==> config.mk <==
export PLATFORM = sky130hd
export DESIGN_NAME = link_retry_supervisor_core
export DESIGN_NICKNAME = d
export VERILOG_FILES = /design/src/lrs_pkg.sv /design/src/link_retry_supervisor_core.sv
export SDC_FILE = /design/constraint.sdc
export NUM_CORES = 1
export LEC_CHECK = 0
export BUFFER_PORTS_ARGS = -buffer_cell sky130_fd_sc_hd__buf_2
export CAP_MARGIN = 20
export CORE_AREA = 2 2 167 128
export CTS_BUF_LIST = sky130_fd_sc_hd__clkbuf_16
export CTS_CLUSTER_DIAMETER = 40
export DETAILED_ROUTE_END_ITERATION = 8
export DIE_AREA = 0 0 169 130
export PLACE_DENSITY = 0.84
export SLEW_MARGIN = 20
export SYNTH_ARGS = -nofsm -noshare
export SYNTH_HDL_FRONTEND = slang
export SYNTH_SLANG_ARGS = --single-unit
==> constraint.sdc <==
create_clock -name aclk -period 6.61 [get_ports aclk]
set_input_delay 0.9915 -clock aclk [delete_from_list [all_inputs] [get_ports aclk]]
set_output_delay 0.9915 -clock aclk [all_outputs]
set_load 0.02 [all_outputs]
==> src/lrs_pkg.sv <==
// ----------------------------------------------------------------------------
// lrs_pkg
// Shared widths, codes and reset values for the link retry supervisor.
// ----------------------------------------------------------------------------
`default_nettype none

package lrs_pkg;

    localparam int unsigned TimeW   = 32;
    localparam int unsigned CountW  = 32;
    localparam int unsigned StateW  = 2;
    localparam int unsigned CfgIdxW = 2;
    localparam int unsigned CfgDataW = 32;

    // tdata widths, padded to whole bytes
    localparam int unsigned InDataW  = 40;
    localparam int unsigned OutDataW = 40;

    // link states
    localparam logic [StateW-1:0] ST_IDLE       = 2'd0;
    localparam logic [StateW-1:0] ST_CONNECTING = 2'd1;
    localparam logic [StateW-1:0] ST_CONNECTED  = 2'd2;
    localparam logic [StateW-1:0] ST_RESTART    = 2'd3;

    // item kinds
    localparam logic KIND_START  = 1'b0;
    localparam logic KIND_UPDATE = 1'b1;

    // register indexes
    localparam logic [CfgIdxW-1:0] REG_ATTEMPT_TIMEOUT = 2'd0;
    localparam logic [CfgIdxW-1:0] REG_TIMEOUT_LIMIT   = 2'd1;
    localparam logic [CfgIdxW-1:0] REG_RESTART_ENABLE  = 2'd2;

    localparam logic [TimeW-1:0]  ATTEMPT_TIMEOUT_RST = 32'd10000;
    localparam logic [CountW-1:0] TIMEOUT_LIMIT_RST   = 32'd0;
    localparam logic [CountW-1:0] COUNT_MAX           = 32'hFFFF_FFFF;

    typedef struct packed {
        logic [StateW-1:0] link_state;
        logic              begin_attempt;
        logic              restart_request;
        logic [CountW-1:0] timeouts_so_far;
        logic              connected_now;
    } result_t;

endpackage

`default_nettype wire

==> src/link_retry_supervisor_core.sv <==
// ----------------------------------------------------------------------------
// link_retry_supervisor_core
// Connect/retry supervisor: tracks link state, attempt timeouts and restarts.
// ----------------------------------------------------------------------------
// Pipeline: a request passes the input register, then the result register; state
//   and count update in the same cycle as the result.
// Throughput: one request per cycle while the result is not stalled; a stalled result holds both stages.
// Reset (aresetn low, synchronous): state idle, count and start time zero,
//   registers at their reset values, both stages empty.
`default_nettype none

module link_retry_supervisor_core (
    input  wire logic        aclk,
    input  wire logic        aresetn,
    // input requests
    input  wire logic        s_tvalid,
    output      logic        s_tready,
    input  wire logic [39:0] s_tdata,  // [0] name_present, [1] link_up, [33:2] now_ms
    input  wire logic        s_tuser,  // [0] kind
    // results
    output      logic        m_tvalid,
    input  wire logic        m_tready,
    output      logic [39:0] m_tdata,  // [1:0] link_state, [2] begin_attempt,
                                       // [3] restart_request, [35:4] timeouts_so_far,
                                       // [36] connected_now
    // configuration
    input  wire logic        cfg_we,
    input  wire logic [1:0]  cfg_index,
    input  wire logic [31:0] cfg_wdata
);

    // configuration registers
    logic [lrs_pkg::TimeW-1:0]  attempt_timeout_reg;
    logic [lrs_pkg::CountW-1:0] timeout_limit_reg;
    logic                       restart_enable_reg;

    // supervisor state
    logic [lrs_pkg::StateW-1:0] state_reg, state_next;
    logic [lrs_pkg::CountW-1:0] count_reg, count_next;
    logic [lrs_pkg::TimeW-1:0]  start_reg, start_next;

    // input stage
    logic                      in_valid_reg;
    logic                      in_kind_reg;
    logic                      in_name_reg;
    logic                      in_up_reg;
    logic [lrs_pkg::TimeW-1:0] in_now_reg;

    // result stage
    logic             out_valid_reg;
    lrs_pkg::result_t out_reg, out_next;

    logic advance;
    logic process;

    logic [lrs_pkg::TimeW-1:0]  elapsed;
    logic                       timed_out;
    logic [lrs_pkg::CountW-1:0] count_inc;
    logic                       at_limit;
    logic                       began;
    logic                       restarted;

    assign advance  = !out_valid_reg || m_tready;
    assign process  = in_valid_reg && advance;
    assign s_tready = !in_valid_reg || advance;

    always_ff @(posedge aclk) begin
        if (!aresetn) begin
            attempt_timeout_reg <= lrs_pkg::ATTEMPT_TIMEOUT_RST;
            timeout_limit_reg   <= lrs_pkg::TIMEOUT_LIMIT_RST;
            restart_enable_reg  <= 1'b0;
        end else if (cfg_we) begin
            unique case (cfg_index)
                lrs_pkg::REG_ATTEMPT_TIMEOUT: attempt_timeout_reg <= cfg_wdata;
                lrs_pkg::REG_TIMEOUT_LIMIT:   timeout_limit_reg   <= cfg_wdata;
                lrs_pkg::REG_RESTART_ENABLE:  restart_enable_reg  <= cfg_wdata[0];
                default: ;
            endcase
        end
    end

    always_ff @(posedge aclk) begin
        if (!aresetn) begin
            in_valid_reg <= 1'b0;
        end else if (s_tready) begin
            in_valid_reg <= s_tvalid;
        end
    end

    always_ff @(posedge aclk) begin
        if (s_tready && s_tvalid) begin
            in_kind_reg <= s_tuser;
            in_name_reg <= s_tdata[0];
            in_up_reg   <= s_tdata[1];
            in_now_reg  <= s_tdata[33:2];
        end
    end

    // wrapping elapsed time of the current attempt
    assign elapsed   = in_now_reg - start_reg;
    assign timed_out = elapsed >= attempt_timeout_reg;
    assign count_inc = (count_reg == lrs_pkg::COUNT_MAX) ? count_reg : count_reg + 1'b1;
    assign at_limit  = (timeout_limit_reg != '0) && (count_inc >= timeout_limit_reg);

    always_comb begin
        state_next = state_reg;
        count_next = count_reg;
        start_next = start_reg;
        began      = 1'b0;
        restarted  = 1'b0;

        if (in_kind_reg == lrs_pkg::KIND_START) begin
            if (!in_name_reg) begin
                state_next = lrs_pkg::ST_IDLE;
            end else begin
                count_next = '0;
                start_next = in_now_reg;
                state_next = lrs_pkg::ST_CONNECTING;
                began      = 1'b1;
            end
        end else if (state_reg == lrs_pkg::ST_CONNECTING ||
                     state_reg == lrs_pkg::ST_CONNECTED) begin
            if (in_up_reg) begin
                state_next = lrs_pkg::ST_CONNECTED;
                count_next = '0;
            end else if (state_reg == lrs_pkg::ST_CONNECTED) begin
                start_next = in_now_reg;
                state_next = lrs_pkg::ST_CONNECTING;
                began      = 1'b1;
            end else if (timed_out) begin
                if (at_limit && restart_enable_reg) begin
                    count_next = count_inc;
                    state_next = lrs_pkg::ST_RESTART;
                    restarted  = 1'b1;
                end else begin
                    count_next = at_limit ? '0 : count_inc;
                    start_next = in_now_reg;
                    state_next = lrs_pkg::ST_CONNECTING;
                    began      = 1'b1;
                end
            end
        end

        out_next.link_state      = state_next;
        out_next.begin_attempt   = began;
        out_next.restart_request = restarted;
        out_next.timeouts_so_far = count_next;
        out_next.connected_now   = (state_next == lrs_pkg::ST_CONNECTED) && in_up_reg;
    end

    always_ff @(posedge aclk) begin
        if (!aresetn) begin
            state_reg <= lrs_pkg::ST_IDLE;
            count_reg <= '0;
            start_reg <= '0;
        end else if (process) begin
            state_reg <= state_next;
            count_reg <= count_next;
            start_reg <= start_next;
        end
    end

    always_ff @(posedge aclk) begin
        if (!aresetn) begin
            out_valid_reg <= 1'b0;
        end else if (advance) begin
            out_valid_reg <= in_valid_reg;
        end
    end

    always_ff @(posedge aclk) begin
        if (process) begin
            out_reg <= out_next;
        end
    end

    assign m_tvalid = out_valid_reg;
    assign m_tdata  = {3'b000, out_reg.connected_now, out_reg.timeouts_so_far,
                       out_reg.restart_request, out_reg.begin_attempt, out_reg.link_state};

    // a fresh attempt always records its start time and leaves us connecting
    a_begin_records_start: assert property (@(posedge aclk) disable iff (!aresetn)
        (process && began) |=>
            (state_reg == lrs_pkg::ST_CONNECTING) && (start_reg == $past(in_now_reg)))
        else $error("attempt start not recorded");

    // restart only when enabled and the limit has been reached
    a_restart_at_limit: assert property (@(posedge aclk) disable iff (!aresetn)
        (process && restarted) |->
            restart_enable_reg && (timeout_limit_reg != '0) &&
            (count_next >= timeout_limit_reg))
        else $error("restart requested below limit");

    // result state matches the live state after each processed request
    a_result_tracks_state: assert property (@(posedge aclk) disable iff (!aresetn)
        process |=> (out_reg.link_state == state_reg))
        else $error("result state differs from live state");

    // idle and restart states are left only by a start request
    a_hold_without_start: assert property (@(posedge aclk) disable iff (!aresetn)
        (process && in_kind_reg == lrs_pkg::KIND_UPDATE &&
         (state_reg == lrs_pkg::ST_IDLE || state_reg == lrs_pkg::ST_RESTART)) |=>
            $stable(state_reg) && $stable(count_reg) && $stable(start_reg))
        else $error("update changed an idle or restart state");

    // a stalled result holds the input stage
    a_stall_holds_input: assert property (@(posedge aclk) disable iff (!aresetn)
        (in_valid_reg && out_valid_reg && !m_tready) |-> !s_tready)
        else $error("input taken while result stalled");

endmodule

`default_nettype wire
[After elaboration in Yosys (flattened, before gate mapping)]
Cells that the tools add are included.
Operators by class
  $add $sub $neg: 2
  $lt $le $gt $ge: 2
  eq/ne operators: 10
  muxes and demuxes: 31
  bitwise logic cells: 3
  reductions and logical operators: 18
Operator list (number)
  32-bit 2-to-1 mux: 16
  32-bit greater-or-equal comparator: 2
  32-bit by 1-bit adder with 32-bit output, second input constant: 1
  32-bit == test, second input constant: 1
  32-bit nonzero test: 1
  32-bit subtractor: 1
  2-bit 2-to-1 mux: 6
  1-bit 2-to-1 mux: 9
  2-bit == test, second input constant: 3
  2-bit AND reduction: 3
  6-bit AND reduction: 1
  1-bit logical AND: 5
  5-bit OR reduction: 1
  2-bit by 1-bit == test with 1-bit output, second input constant: 2
  1-bit logical OR: 3
  3-bit by 1-bit inequality test with 1-bit output, second input constant: 1
  3-bit inequality test, second input constant: 1
  1-bit inverter: 3
  1-bit logical NOT: 2
  2-bit logical NOT: 1
  2-bit by 1-bit inequality test with 1-bit output, second input constant: 1
  2-bit inequality test, second input constant: 1
  2-bit nonzero test: 1
Storage, ports and cells
  register bits after elaboration: 205
  bits of input ports: 80

[Longest topological paths before layout]
Gate-level depths: netlist (run 1).
  depth in word-level cells: 13
  depth in mapped cells: 24
  gate-level depth less buffers: 23

[Worst setup path before layout (run 1)]
OpenSTA, ideal clock, no wires.
  path type: register to register
  start point: register in_now_reg[0] in the netlist's numbering
  end point: register start_reg[10] in the netlist's numbering
  library setup time: 72 ps
  arrival time: 4573 ps
  setup slack: 1965 ps
  stages on the path, launching flop included: 23
  path buffers: 1
  clock period less this slack: 4645 ps
  path through: edfxtp_1 inv_1 ha_1 inv_1 fa_1 a211oi_1 nor2_1 o21ai_1 o21ai_1 o22ai_1 o211ai_1 a221o_1 a21o_1 xor2_1 ha_1 nand4_1 or2_2 o221ai_1 a31oi_2 o311a_1 nor2_2 buf_4 mux2i_1
Between the ends
  longest elaborated chain between the ends: 4
Ends and longest elaborated chain
  start: declaration: RTL line link_retry_supervisor_core.sv:47  | logic [lrs_pkg::TimeW-1:0] in_now_reg;
  start signal: assignment: RTL line link_retry_supervisor_core.sv:95  | in_now_reg <= s_tdata[33:2];
  32-bit subtractor: RTL line link_retry_supervisor_core.sv:100  | assign elapsed = in_now_reg - start_reg;
  32-bit greater-or-equal comparator: RTL line link_retry_supervisor_core.sv:101  | assign timed_out = elapsed >= attempt_timeout_reg;
  3-bit by 1-bit inequality test with 1-bit output (no line)
  6-bit AND reduction (no line)
  end signal: assignment: RTL line link_retry_supervisor_core.sv:159  | start_reg <= start_next;
  end: declaration: RTL line link_retry_supervisor_core.sv:40  | logic [lrs_pkg::TimeW-1:0] start_reg, start_next;
No other way between the ends.
A chain may end at the register's enable or synchronous reset.

[Final worst setup path (run 1)]
  start point: register in_now_reg[0] in the netlist's numbering
  end point: register out_reg (netlist bit m_tdata[7]), data pin
Between the ends
  longest elaborated chain between the ends: 7
Ends and longest elaborated chain
  32-bit subtractor: RTL line link_retry_supervisor_core.sv:100
  32-bit greater-or-equal comparator: RTL line link_retry_supervisor_core.sv:101
  32-bit 2-to-1 mux: RTL line link_retry_supervisor_core.sv:130  | end else if (timed_out) begin
  32-bit 2-to-1 mux: RTL line link_retry_supervisor_core.sv:126  | end else if (state_reg == lrs_pkg::ST_CONNECTED) begin
  32-bit 2-to-1 mux: RTL line link_retry_supervisor_core.sv:123  | if (in_up_reg) begin
  32-bit 2-to-1 mux: RTL line link_retry_supervisor_core.sv:121  | end else if (state_reg == lrs_pkg::ST_CONNECTING ||
  32-bit 2-to-1 mux: RTL line link_retry_supervisor_core.sv:112  | if (in_kind_reg == lrs_pkg::KIND_START) begin
  net count_next (one bit): RTL line link_retry_supervisor_core.sv:39  | logic [lrs_pkg::CountW-1:0] count_reg, count_next;
  end signal: assignment: RTL line link_retry_supervisor_core.sv:173  | out_reg <= out_next;
  end: declaration: RTL line link_retry_supervisor_core.sv:51  | lrs_pkg::result_t out_reg, out_next;
The timed path passes the listed nets, and every way through them passes these cells.

==> summary.md, run 1 <==
| Metric | Value |
|---|---|
| Post-CTS Setup Inserts | 0 |
| Hold Path Class | reg2reg |
| Avg Inst Size Synth | 8.523 sq um |
| # IOs | 122 |
| Number of CTS-inserted buffers | 26 |
| # H-tree levels | 1 |
| Clock power frac | 0.441 |
| Slew margin rel. | 0.4578 |
| Final-report max-slew violation count | 0 |
| Post-route ant nets | 0 |
| Final Setup Violations | 0 |
| Worst path required time | 6.88 ns |
| Crit end category | flip-flop |
| Least-Margin Pin Slew | 0.8103 ns |
| Ratio of cells with drive above 1 in the final layout | 0.1234 |
| Synth Area in XOR/XNOR | 0.03329 |
| Seq/Total Area, Yosys | 0.3986 |
| Area leader, netlist | dfxtp_1 |
| Pleak | 5.499 nW |
| Cell variety after synth | 77 |
| Post-Syn Instances | 1420 |
| CP max stage cell | fa_1 |
| Area of the mapped netlist | 0.01210 sq mm |
| Final WS setup | 0.8964 ns |
| Asr flop ratio synth | 0 |
| Clock Sinks | 205 |
| Initial antenna violation count | 1 |
| Minimum clock period | 5.714 ns |
| Pwr dens | 238.2 mW/mm^2 |
| Largest net degree at the start of global routing | 74 |
| Core area | 0.02060 sq mm |
| Worst r2r src | in_now_reg[0] |
| Via count | 10240 |
| Die width | 169 um |
| WP depth | 22 |
| # diodes | 0 |
| Adder-cell area share of the yosys netlist | 0.1019 |
| Total global routing overflow | 0 |
| Max reg flops | 37 |
| Clock tree buffer depth | 3 |
| CTS Hold Bufs | 0 |
| Final #Nets | 1682 |
| Post-CTS sizing | 0 |
| Main area contributors after synthesis | dfxtp_1, edfxtp_1, ha_1 |
| Fin Setup TNS | 0 ns |
| Placed instance area | 0.01279 sq mm |
| Row cnt | 46 |
| Worst vdd ir | 0.1957 mV |
| Largest stage delay, worst path | 0.42 ns |
| Pre-antenna DRT Iters | 7 |
| Final wirelength | 27.47 mm |
| Worst-path cell chain | inv_1, ha_1, inv_1, fa_1, a211oi_1, nor2_1, o21ai_1, o21ai_1, o22ai_1, o211ai_1, a221o_1, a21o_1, xor2_1, ha_1, nand4_1, or2_2, o221ai_1, a31oi_2, nor3_1, o22ai_2, buf_4, a211o_1 |
| First-pass GRT wire length | 45.57 mm |
| Clk_lat worst skew | 0.53 ns |
| Clock slew at reported path FFs | 0.06 ns |
| RSZ-0062 raised after global routing | no |
| Worst r2r path cells | 22 |
| CTS tree | done |
| Mux share of post-synthesis cell area | 0.02812 |
| Startpoint types | flip-flop |
| Fraction of the mapped netlist area in simple logic gates | 0.1957 |
| Full die area | 0.02197 sq mm |
| Pre-CTS setup slack | 0.9875 ns |
| Largest family of logic cells by synthesized area | simple AND/OR/NAND/NOR gates |
| Cell family with most CP delay | compound AO/OA/AOI/OAI gates |
| Main synth FF type | dfxtp_1 |
| Cell at the root of the clock tree | clkbuf_16 |
| F_max | 175.0 MHz |
| Post-synthesis compound-gate area fraction | 0.1777 |
| Setup CP Type | reg2reg |
| Most frequent cells in the layout | nand2_1, dfxtp_1, inv_1, buf_2, ha_1 |
| Total Routing Usage GR | 0.2513 |
| RD Place Congestion | 0.9185 |
| YS warnings | 0 |
| WL/cell | 15.36 um |
| Fin. Hold Viols | 0 |
| Max_cap viols | 0 |
| Internal power | 2.388 mW |
| Die Y | 130 um |
| DRC violations left | 0 |
| Critical R2R Capture | m_tdata[7] |
| P&R area growth vs syn | 13.14% |
| R2R Setup Slk | 0.90 ns |
| Starting Density | 0.5874 |
| Comb pwr share | 0.137 |
| Status | completed |
| Post-DR vias/cell | 5.728 |
| Leading cell type in the layout, fill and taps excluded | nand2_1 |
| Synth top area share | 0.2200 |
| Buf+Inv Stages, Crit Path | 3 |
| CP startpoint | in_now_reg[0] |
| Sw Ratio | 0.2678 |
| First DRT Iteration DRCs | 704 |
| EDFF count, synth | 72 |
| Period utilisation layout | 0.8644 |
| Crit Path Max Fanout | 15 |
| Data arrival, critical path | 5.99 ns |
| Seq cells post-synth | 205 |
| Reg power frac | 0.422 |
| Buffers on Ports | 112 |
| Final setup skew | 0.01340 ns |
| Worst setup endpoint | m_tdata[7] |
| Final HPWL DP | 20.09 mm |
| Post-route cell area | 0.01369 sq mm |
| NetSw | 873.5 uW |
| Vias in the first global route | 9647 |
| Hold path start | start_reg[13] |
[per-stage QoR]
step                      hold WS, ns  instances  total power, mW  utilization
after global routing           0.4757       1788            3.400       0.6646
after detailed placement       0.4490       1740            1.841       0.6210
after global placement         0.4417       1739            1.823       0.6204
after CTS                      0.4589       1788            3.284       0.6645
final                          0.4578       1788            3.261       0.6646
after floorplan                0.4347       1422            1.717            -
[power by group through the flow]
stage / clock [mW] / combinational (mW) / sequential (mW)
global placement: 0 / 0.421 / 1.40
finish: 1.44 / 0.446 / 1.38
CTS: 1.46 / 0.444 / 1.38
detailed placement: 0 / 0.438 / 1.40
global route: 1.52 / 0.501 / 1.38
floorplan: 0 / 0.307 / 1.41
[kinds of logic (layout without fill, tap and decap cells)]
group           Yosys count  after routing
simple gates            522            522
compound gates          322            322
flops                   205            205
buf+inv                 192            294
fa+ha+maj                98             98
xor+xnor                 46             46
mux                      34             34
other cells               1              3
[area by class of cell]
type / instances / area (sq um)
fillers: 1657 / 6912
repair buffers: 124 / 656.9
flip-flops and latches: 205 / 4825
well taps: 264 / 330.3
multi-input cells: 1025 / 6526
inverters: 122 / 457.9
clock buffers: 28 / 700.7
clock inverters: 20 / 196.4
[worst min path at each step]
stage	endpoint	slack (ns)	cells past startpoint
finish	start_reg[13]	0.46	2
global placement	start_reg[4]	0.44	2
detailed placement	start_reg[24]	0.45	2
CTS	start_reg[13]	0.46	2
floorplan	start_reg[10]	0.43	2
global route	start_reg[1]	0.48	2
[worst reg2reg max path, cell delays in order, from the launching register on]
cell	delay (ns)
edfxtp_1	0.38
inv_1	0.07
ha_1	0.16
inv_1	0.06
fa_1	0.42
a211oi_1	0.27
nor2_1	0.14
o21ai_1	0.27
o21ai_1	0.14
o22ai_1	0.36
o211ai_1	0.24
a221o_1	0.34
a21o_1	0.19
xor2_1	0.14
ha_1	0.29
nand4_1	0.11
or2_2	0.30
o221ai_1	0.21
a31oi_2	0.12
nor3_1	0.32
o22ai_2	0.35
buf_4	0.28
a211o_1	0.30
[per-layer routing]
metal	GRT usage	share of wire	up-vias
met5	0	0	-
met4	0.05933	0.022	0
met3	0.04004	0.063	46
met2	0.4192	0.45	299
met1	0.3476	0.47	4813
li1	-	-	5083
[synth_stat cells, types with 30 or more instances]
master and count:
a21o_1 40, a21boi_0 62, mux2i_1 34, xnor2_1 30, inv_1 122, a21oi_1 62, clkbuf_1 51, dfxtp_1 133
ha_1 97, nor2_1 54, nand2_1 319, o21ai_0 70, edfxtp_1 72
Power figures use the tool's default switching activity.
==> inputs of run 2 (changes only) <==
--- a/config.mk
+++ b/config.mk
@@ -5,14 +5,15 @@
 export SDC_FILE = /design/constraint.sdc
 export NUM_CORES = 1
 export LEC_CHECK = 0
+export ABC_AREA = 1
 export BUFFER_PORTS_ARGS = -buffer_cell sky130_fd_sc_hd__buf_2
 export CAP_MARGIN = 20
-export CORE_AREA = 2 2 167 128
+export CORE_AREA = 2 2 172 132
 export CTS_BUF_LIST = sky130_fd_sc_hd__clkbuf_16
 export CTS_CLUSTER_DIAMETER = 40
 export DETAILED_ROUTE_END_ITERATION = 8
-export DIE_AREA = 0 0 169 130
-export PLACE_DENSITY = 0.84
+export DIE_AREA = 0 0 174 134
+export PLACE_DENSITY = 0.85
 export SLEW_MARGIN = 20
 export SYNTH_ARGS = -nofsm -noshare
 export SYNTH_HDL_FRONTEND = slang
==> run 2 against run 1 <==
Sequential share of layout area down 2.2 points. Hold slack better by 0.0037 ns. Cell count up 24%. Clock-buffer cell count unchanged. Via count up 19%. Sequential cell count unchanged. Clock power up 11%. Clock skew up 0.0093 ns. Critical path depth up 9.
==> summary.md, run 2 <==
| Metric | Value |
|---|---|
| Sw Ratio | 0.3144 (+0.04660) |
| Cell variety after synth | 44 (-43%) |
| Worst path required time | 6.85 ns (-0.03 ns) |
| Final #Nets | 2076 (+23%) |
| Fin Setup TNS | 0 ns (unchanged) |
| Final Setup Violations | 0 (unchanged) |
| Hold Path Class | reg2reg |
| Max_cap viols | 0 (unchanged) |
| Pleak | 6.456 nW (+17%) |
| Area leader, netlist | dfxtp_1 |
| Most frequent cells in the layout | nand2_1, inv_1, a21oi_1, dfxtp_1, nor2_1 |
| CTS tree | done |
| Area of the mapped netlist | 0.01297 sq mm (+7.2%) |
| Least-Margin Pin Slew | 1.012 ns (+0.2020 ns) |
| Minimum clock period | 5.397 ns (-0.3166 ns) |
| Largest stage delay, worst path | 0.55 ns (+0.13 ns) |
| Number of CTS-inserted buffers | 28 (+7.7%) |
| Status | completed |
| Final HPWL DP | 23.72 mm (+18%) |
| Final setup skew | 0.02271 ns (+0.009307 ns) |
| Largest net degree at the start of global routing | 74 (unchanged) |
| Vias in the first global route | 10920 (+13%) |
| CP max stage cell | inv_1 |
| Clk_lat worst skew | 0.55 ns (+0.02 ns) |
| Initial antenna violation count | 0 (-1) |
| Setup CP Type | reg2reg |
| Crit Path Max Fanout | 19 (+4) |
| Max reg flops | 37 (unchanged) |
| # diodes | 0 (unchanged) |
| Seq/Total Area, Yosys | 0.3719 (-0.02669) |
| Final Util | 0.6756 (+0.01109) |
| Period utilisation layout | 0.8165 (-0.04789) |
| DRC violations left | 0 (unchanged) |
| Post-CTS Setup Inserts | 0 (unchanged) |
| Buffers on Ports | 112 (unchanged) |
| Post-route ant nets | 0 (unchanged) |
| Leading cell type in the layout, fill and taps excluded | nand2_1 |
| Startpoint types | flip-flop |
| Most common cell in the synthesized netlist | nand2_1 |
| CTS Hold Bufs | 0 (unchanged) |
| Crit end category | flip-flop |
| Most Frequent Cell on Critical Path | nand2_1 |
| Die Y | 134 um (+3.1%) |
| Row cnt | 47 (+2.2%) |
| Avg Inst Size Synth | 7.135 sq um (-16%) |
| Seq cells post-synth | 205 (unchanged) |
| Clock tree buffer depth | 3 (unchanged) |
| Full die area | 0.02332 sq mm (+6.1%) |
| Main area contributors after synthesis | dfxtp_1, edfxtp_1, nand2_1 |
| Total Routing Usage GR | 0.2783 (+0.02691) |
| Commonest cells in the netlist | nand2_1, inv_1, a21oi_1, dfxtp_1, nor2_1 |
| Internal power | 2.597 mW (+8.7%) |
| Starting Density | 0.5994 (+0.01201) |
| Main synth FF type | dfxtp_1 |
| Worst vdd ir | 0.2169 mV (+11%) |
| Total power draw | 3.787 mW (+16%) |
| # IOs | 122 (unchanged) |
| Sequential cell area | 0.004825 sq mm (unchanged) |
| Die width | 174 um (+3.0%) |
| Post-Syn Instances | 1818 (+28%) |
| Post-DR vias/cell | 5.520 (-3.6%) |
| Clock Sinks | 205 (unchanged) |
| Reg power frac | 0.369 (-0.053) |
| Via count | 12220 (+19%) |
| Final wirelength | 33.32 mm (+21%) |
| Core area | 0.02164 sq mm (+5.0%) |
| Slew margin rel. | 0.3210 (-0.1368) |
| RD Place Congestion | 0.9766 (+6.3%) |
| Comb pwr share | 0.208 (+0.071) |
| Fill count | 1875 (+13%) |
| Clock slew at reported path FFs | 0.06 ns (about the same) |
| # H-tree levels | 1 (unchanged) |
| Pre-antenna DRT Iters | 7 (unchanged) |
| Pwr dens | 259.0 mW/mm^2 (+8.8%) |
| Final-report max-slew violation count | 0 (unchanged) |
| First DRT Iteration DRCs | 1132 (+61%) |
| Total global routing overflow | 0 (unchanged) |
| Multi-input gate area | 0.006824 sq mm (+4.6%) |
| First-pass GRT wire length | 53.38 mm (+17%) |
| Cell at the root of the clock tree | clkbuf_16 |
| EDFF count, synth | 72 (unchanged) |
| Post-CTS sizing | 0 (unchanged) |
| NetSw | 1.191 mW (+36%) |
| F_max | 185.3 MHz (+5.9%) |
| P&R area growth vs syn | 12.72% |
| Fin. Hold Viols | 0 (unchanged) |
| Ratio of cells with drive above 1 in the final layout | 0.1057 (-0.01763) |
| Clock power frac | 0.422 (-0.019) |
| Asr flop ratio synth | 0 (unchanged) |
| RSZ-0062 raised after global routing | no |
| Synth top area share | 0.2053 (-0.01473) |
| YS warnings | 0 (unchanged) |
| Data arrival, critical path | 5.63 ns (-0.36 ns) |
| WL/cell | 15.05 um (-2.0%) |
==> run 2: cell count changes after synthesis, sizes merged, moves of 21 or more <==
cell | previous run | this run
a21o | 40 | 3
mux2i | 34 | 0
xor2 | 16 | 38
nor2 | 55 | 123
a21boi | 62 | 2
inv | 122 | 246
nand3 | 27 | 103
o21ai | 76 | 126
a21oi | 62 | 227
xnor2 | 30 | 9
nand2 | 319 | 489
==> run 2: kinds of logic (layout without fill, tap and decap cells) <==
group	count (synthesis)	count (layout)	synth area share
AO/OA/AOI/OAI	379	379	0.1539
other	1	3	0.0002891
flip-flops	205	205	0.3719
adder cells (fa/ha/maj)	98	98	0.09511
AND/OR/NAND/NOR	763	763	0.2424
XOR/XNOR	47	47	0.03174
buffers and inverters	325	425	0.1047
==> run 2: worst max-delay path: cells and delay by family (launching register included) <==
kind | cells | cell delay [ns]
and+or+nand+nor | 19 | 1.80
AOI/OAI and AO/OA | 5 | 1.10
buffers and inverters | 4 | 0.98
adders and majority gates | 3 | 0.82
DFF | 1 | 0.35
==> run 2: stage by stage <==
step	cells	worst slack [ns]	hold slack, ns	area (sq um)
final	2214	1.213	0.4615	14620
after floorplan	1820	2.598	0.4353	12980
after CTS	2214	1.327	0.4635	14610
after global placement	2162	1.477	0.4476	13600
after detailed placement	2162	1.346	0.4538	13600
after global routing	2214	0.8166	0.4882	14620
==> run 2: per-layer routing <==
metal | routed length [um] | vias up | track usage
met3 | 2624 | 49 | 0.04223
met5 | 0 | - | 0
met1 | 15550 | 5601 | 0.4059
li1 | - | 6101 | -
met4 | 680 | 0 | 0.06629
met2 | 14470 | 470 | 0.4363
==> run 2: power by group through the flow <==
stage | clock [mW] | combinational [mW] | sequential, mW
3_3_place_gp | 0 | 0.741 | 1.42
2_1_floorplan | 0 | 0.571 | 1.44
6_report | 1.60 | 0.789 | 1.40
4_1_cts | 1.62 | 0.778 | 1.40
3_5_place_dp | 0 | 0.769 | 1.43
5_1_grt | 1.67 | 0.889 | 1.40
==> run 2: area by class of cell <==
cell class,instances,area share
clock buffers,28,0.04792
clock inverters,24,0.02131
inverters,247,0.06341
multi-input cells,1290,0.4667
flip-flops and latches,205,0.3300
well taps,294,0.02516
repair buffers,126,0.04552
==> run 2: worst paths after layout <==
check / from / end / slack, ns / cells after the start
worst min register to register: attempt_timeout_reg[22] / attempt_timeout_reg[22] / 0.46 / 2
worst max-delay path: in_now_reg[0] / m_tdata[6] / 1.21 / 31
worst max register to register: in_now_reg[0] / m_tdata[6] / 1.21 / 31
worst min-delay path: attempt_timeout_reg[22] / attempt_timeout_reg[22] / 0.46 / 2
==> inputs of run 3 (changes only) <==
--- a/config.mk
+++ b/config.mk
@@ -5,15 +5,15 @@
 export SDC_FILE = /design/constraint.sdc
 export NUM_CORES = 1
 export LEC_CHECK = 0
-export ABC_AREA = 1
+export ABC_AREA = 0
 export BUFFER_PORTS_ARGS = -buffer_cell sky130_fd_sc_hd__buf_2
 export CAP_MARGIN = 20
-export CORE_AREA = 2 2 172 132
+export CORE_AREA = 2 2 167 128
 export CTS_BUF_LIST = sky130_fd_sc_hd__clkbuf_16
 export CTS_CLUSTER_DIAMETER = 40
 export DETAILED_ROUTE_END_ITERATION = 8
-export DIE_AREA = 0 0 174 134
-export PLACE_DENSITY = 0.85
+export DIE_AREA = 0 0 169 130
+export PLACE_DENSITY = 0.84
 export SLEW_MARGIN = 20
 export SYNTH_ARGS = -nofsm -noshare
 export SYNTH_HDL_FRONTEND = slang
==> constraint.sdc (replaced) <==
create_clock -name aclk -period 5 [get_ports aclk]
set_input_delay 0.75 -clock aclk [delete_from_list [all_inputs] [get_ports aclk]]
set_output_delay 0.75 -clock aclk [all_outputs]
set_load 0.02 [all_outputs]
==> run 3 against run 2 <==
The flow now finishes with violations (negative setup slack). Cell count decreased by 17%. Clock power increased by 28%. Sequential power increased by 30%. Die area decreased by 5.8%. Clock skew decreased by 0.0046 ns. Fmax increased by 7.8%.
==> summary.md, run 3 (synthesized netlist as in run 1, its figures left out) <==
| Metric | Value |
|---|---|
| Status | finished, violations left |
| Failing checks | negative setup slack |
| F_max | 199.8 MHz (+7.8%) |
| RD Place Congestion | 0.9124 (-6.6%) |
| # IOs | 122 (unchanged) |
| Slew margin rel. | 0.3889 (+0.06792) |
| Largest stage delay, worst path | 0.46 ns (-0.09 ns) |
| CTS tree | done |
| Fin. Hold Viols | 0 (unchanged) |
| Max reg flops | 37 (unchanged) |
| Largest net degree at the start of global routing | 101 (+36%) |
| Inst Count DP | 1778 (-18%) |
| Total Routing Usage GR | 0.2596 (-0.01863) |
| Final std cells w/o fill | 1848 (-17%) |
| Cell family with most CP delay | compound AO/OA/AOI/OAI gates |
| Fill count | 1534 (-18%) |
| # H-tree levels | 1 (unchanged) |
| Pre-antenna DRT Iters | 5 (-2) |
| Clock tree buffer depth | 3 (unchanged) |
| Leading cell type in the layout, fill and taps excluded | nand2_1 |
| Number of CTS-inserted buffers | 27 (-3.6%) |
| Clk_lat worst skew | 0.54 ns (about the same) |
| CP max stage cell | a2111oi_4 |
| Total global routing overflow | 0 (unchanged) |
| Cell at the root of the clock tree | clkbuf_16 |
| Post-route ant nets | 0 (unchanged) |
| Clock Sinks | 205 (unchanged) |
| WL/cell | 16.49 um (+9.5%) |
| Final-report max-slew violation count | 0 (unchanged) |
| Hold Path Class | in2reg |
| DRC violations left | 0 (unchanged) |
| Data arrival, critical path | 5.46 ns (-0.17 ns) |
| Core area | 0.02060 sq mm (-4.8%) |
| Initial antenna violation count | 1 (+1) |
| Final WS setup | -0.006046 ns (-1.219 ns) |
| Pleak | 5.949 nW (-7.9%) |
| Least-Margin Pin Slew | 0.8935 ns (-0.1187 ns) |
| Final setup skew | 0.01816 ns (-0.004550 ns) |
| Crit Path Max Fanout | 8 (-11) |
| Worst-path cell chain | ha_1, nor2b_4, o31a_1, o21a_1, o211ai_1, a21o_1, a2111oi_4, o31ai_4, o2111ai_2, o311ai_4, ha_1, nand4_1, or2_4, o221ai_4, a31oi_4, buf_6, o311a_4, nor2_4, buf_4, clkbuf_16, mux2i_1 |
| Die width | 169 um (-2.9%) |
| Period utilisation layout | 1.001 (+0.1847) |
| Buf+Inv Stages, Crit Path | 3 (-1) |
| Ratio of cells with drive above 1 in the final layout | 0.1933 (+0.08757) |
| Full die area | 0.02197 sq mm (-5.8%) |
| Via count | 10640 (-13%) |
| Crit end category | flip-flop |
| Most Frequent Cell on Critical Path | ha_1 |
| Total power draw | 4.578 mW (+21%) |
| P&R area growth vs syn | 21.44% |
| Buffers on Ports | 112 (unchanged) |
| Final wirelength | 30.47 mm (-8.6%) |
| Worst path required time | 5.46 ns (-1.39 ns) |
| Max_cap viols | 0 (unchanged) |
| Final HPWL DP | 20.55 mm (-13%) |
| CTS Hold Bufs | 0 (unchanged) |
| Row cnt | 46 (-2.1%) |
| Die Y | 130 um (-3.0%) |
| First-pass GRT wire length | 46.78 mm (-12%) |
| R2R Setup Slk | -0.006 ns (-1.22 ns) |
| Clock slew at reported path FFs | 0.06 ns (about the same) |
| Post-DR vias/cell | 5.760 (+4.3%) |
| Starting Density | 0.5874 (-0.01201) |
| Most frequent cells in the layout | nand2_1, dfxtp_1, inv_1, buf_2, ha_1 |
| Pwr dens | 311.5 mW/mm^2 (+20%) |
| Setup CP Type | reg2reg |
| Vias in the first global route | 9892 (-9.4%) |
| Startpoint types | flip-flop |
| Worst vdd ir | 0.2859 mV (+32%) |
| Final #Nets | 1740 (-16%) |
| First DRT Iteration DRCs | 834 (-26%) |
| Final Setup Violations | 2 (+2) |
| RSZ-0062 raised after global routing | yes |
| Minimum clock period | 5.006 ns (-0.3910 ns) |
-- run 3: cell count changes in the layout (fill, tap and decap cells not counted), sizes merged, moves of 37 or more --
cell,change
a21o,+37
inv,-123
nand3,-76
nand2,-170
a21oi,-165
buf,+51
a21boi,+60
o21ai,-50
nor2,-68
-- run 3: metrics by stage --
step | cell area [sq um] | worst slack, ns | hold slack [ns] | setup TNS, ns | util
after global routing | 14700 | -0.2339 | 0.3696 | -10.76 | 0.7132
after floorplan | 12110 | 0.3554 | 0.4347 | 0 | -
final | 14700 | -0.006046 | 0.3811 | -0.008213 | 0.7133
after detailed placement | 13130 | -0.1616 | 0.4485 | -5.519 | 0.6372
after CTS | 14180 | -0.01173 | 0.3691 | -0.01173 | 0.6881
after global placement | 13120 | -0.09771 | 0.4419 | -1.075 | 0.6367
-- run 3: per-layer routing --
layer	wire length, um	track usage	up-vias
li1	-	-	5196
met1	13520	0.3516	5008
met2	14150	0.4376	387
met3	2248	0.04671	53
met4	556	0.06234	0
met5	0	0	-
-- run 3: report_power, final --
| group | internal, mW | total [mW] | switching, mW |
|---|---|---|---|
| Clock | 1.26 | 2.04 | 0.783 |
| Combinational | 0.306 | 0.714 | 0.409 |
| Sequential | 1.79 | 1.82 | 0.0330 |
| Total | 3.35 | 4.58 | 1.22 |
-- run 3: area by class of cell --
| type | count | area (sq um) | share of cell area |
|---|---|---|---|
| timing repair buffer | 181 | 1275 | 0.08675 |
| tap | 264 | 330.3 | 0.02247 |
| sequential | 205 | 4825 | 0.3283 |
| multi-input combinational | 1025 | 6857 | 0.4665 |
| antenna | 1 | 2.502 | 0.0001703 |
| clock inverter | 23 | 275.3 | 0.01873 |
| clock buffer | 27 | 675.6 | 0.04597 |
| inverter | 122 | 457.9 | 0.03116 |
-- run 3: worst paths after layout --
path                 start             end  cells past startpoint
max          in_now_reg[1]   start_reg[31]                     21
min            s_tdata[21]  in_now_reg[19]                      1
max reg2reg  in_now_reg[1]   start_reg[31]                     21
min reg2reg  start_reg[24]   start_reg[24]                      2
-- run 3: repair_timing --
| item | 4_1_cts | 5_1_grt |
|---|---|---|
| pin swaps | 6 | 49 |
| endpoints found under the setup margin | 68 | 101 |
| setup buffers | 1 | 15 |
| gates resized for setup | 10 | 93 |
| gates cloned | 1 | 4 |
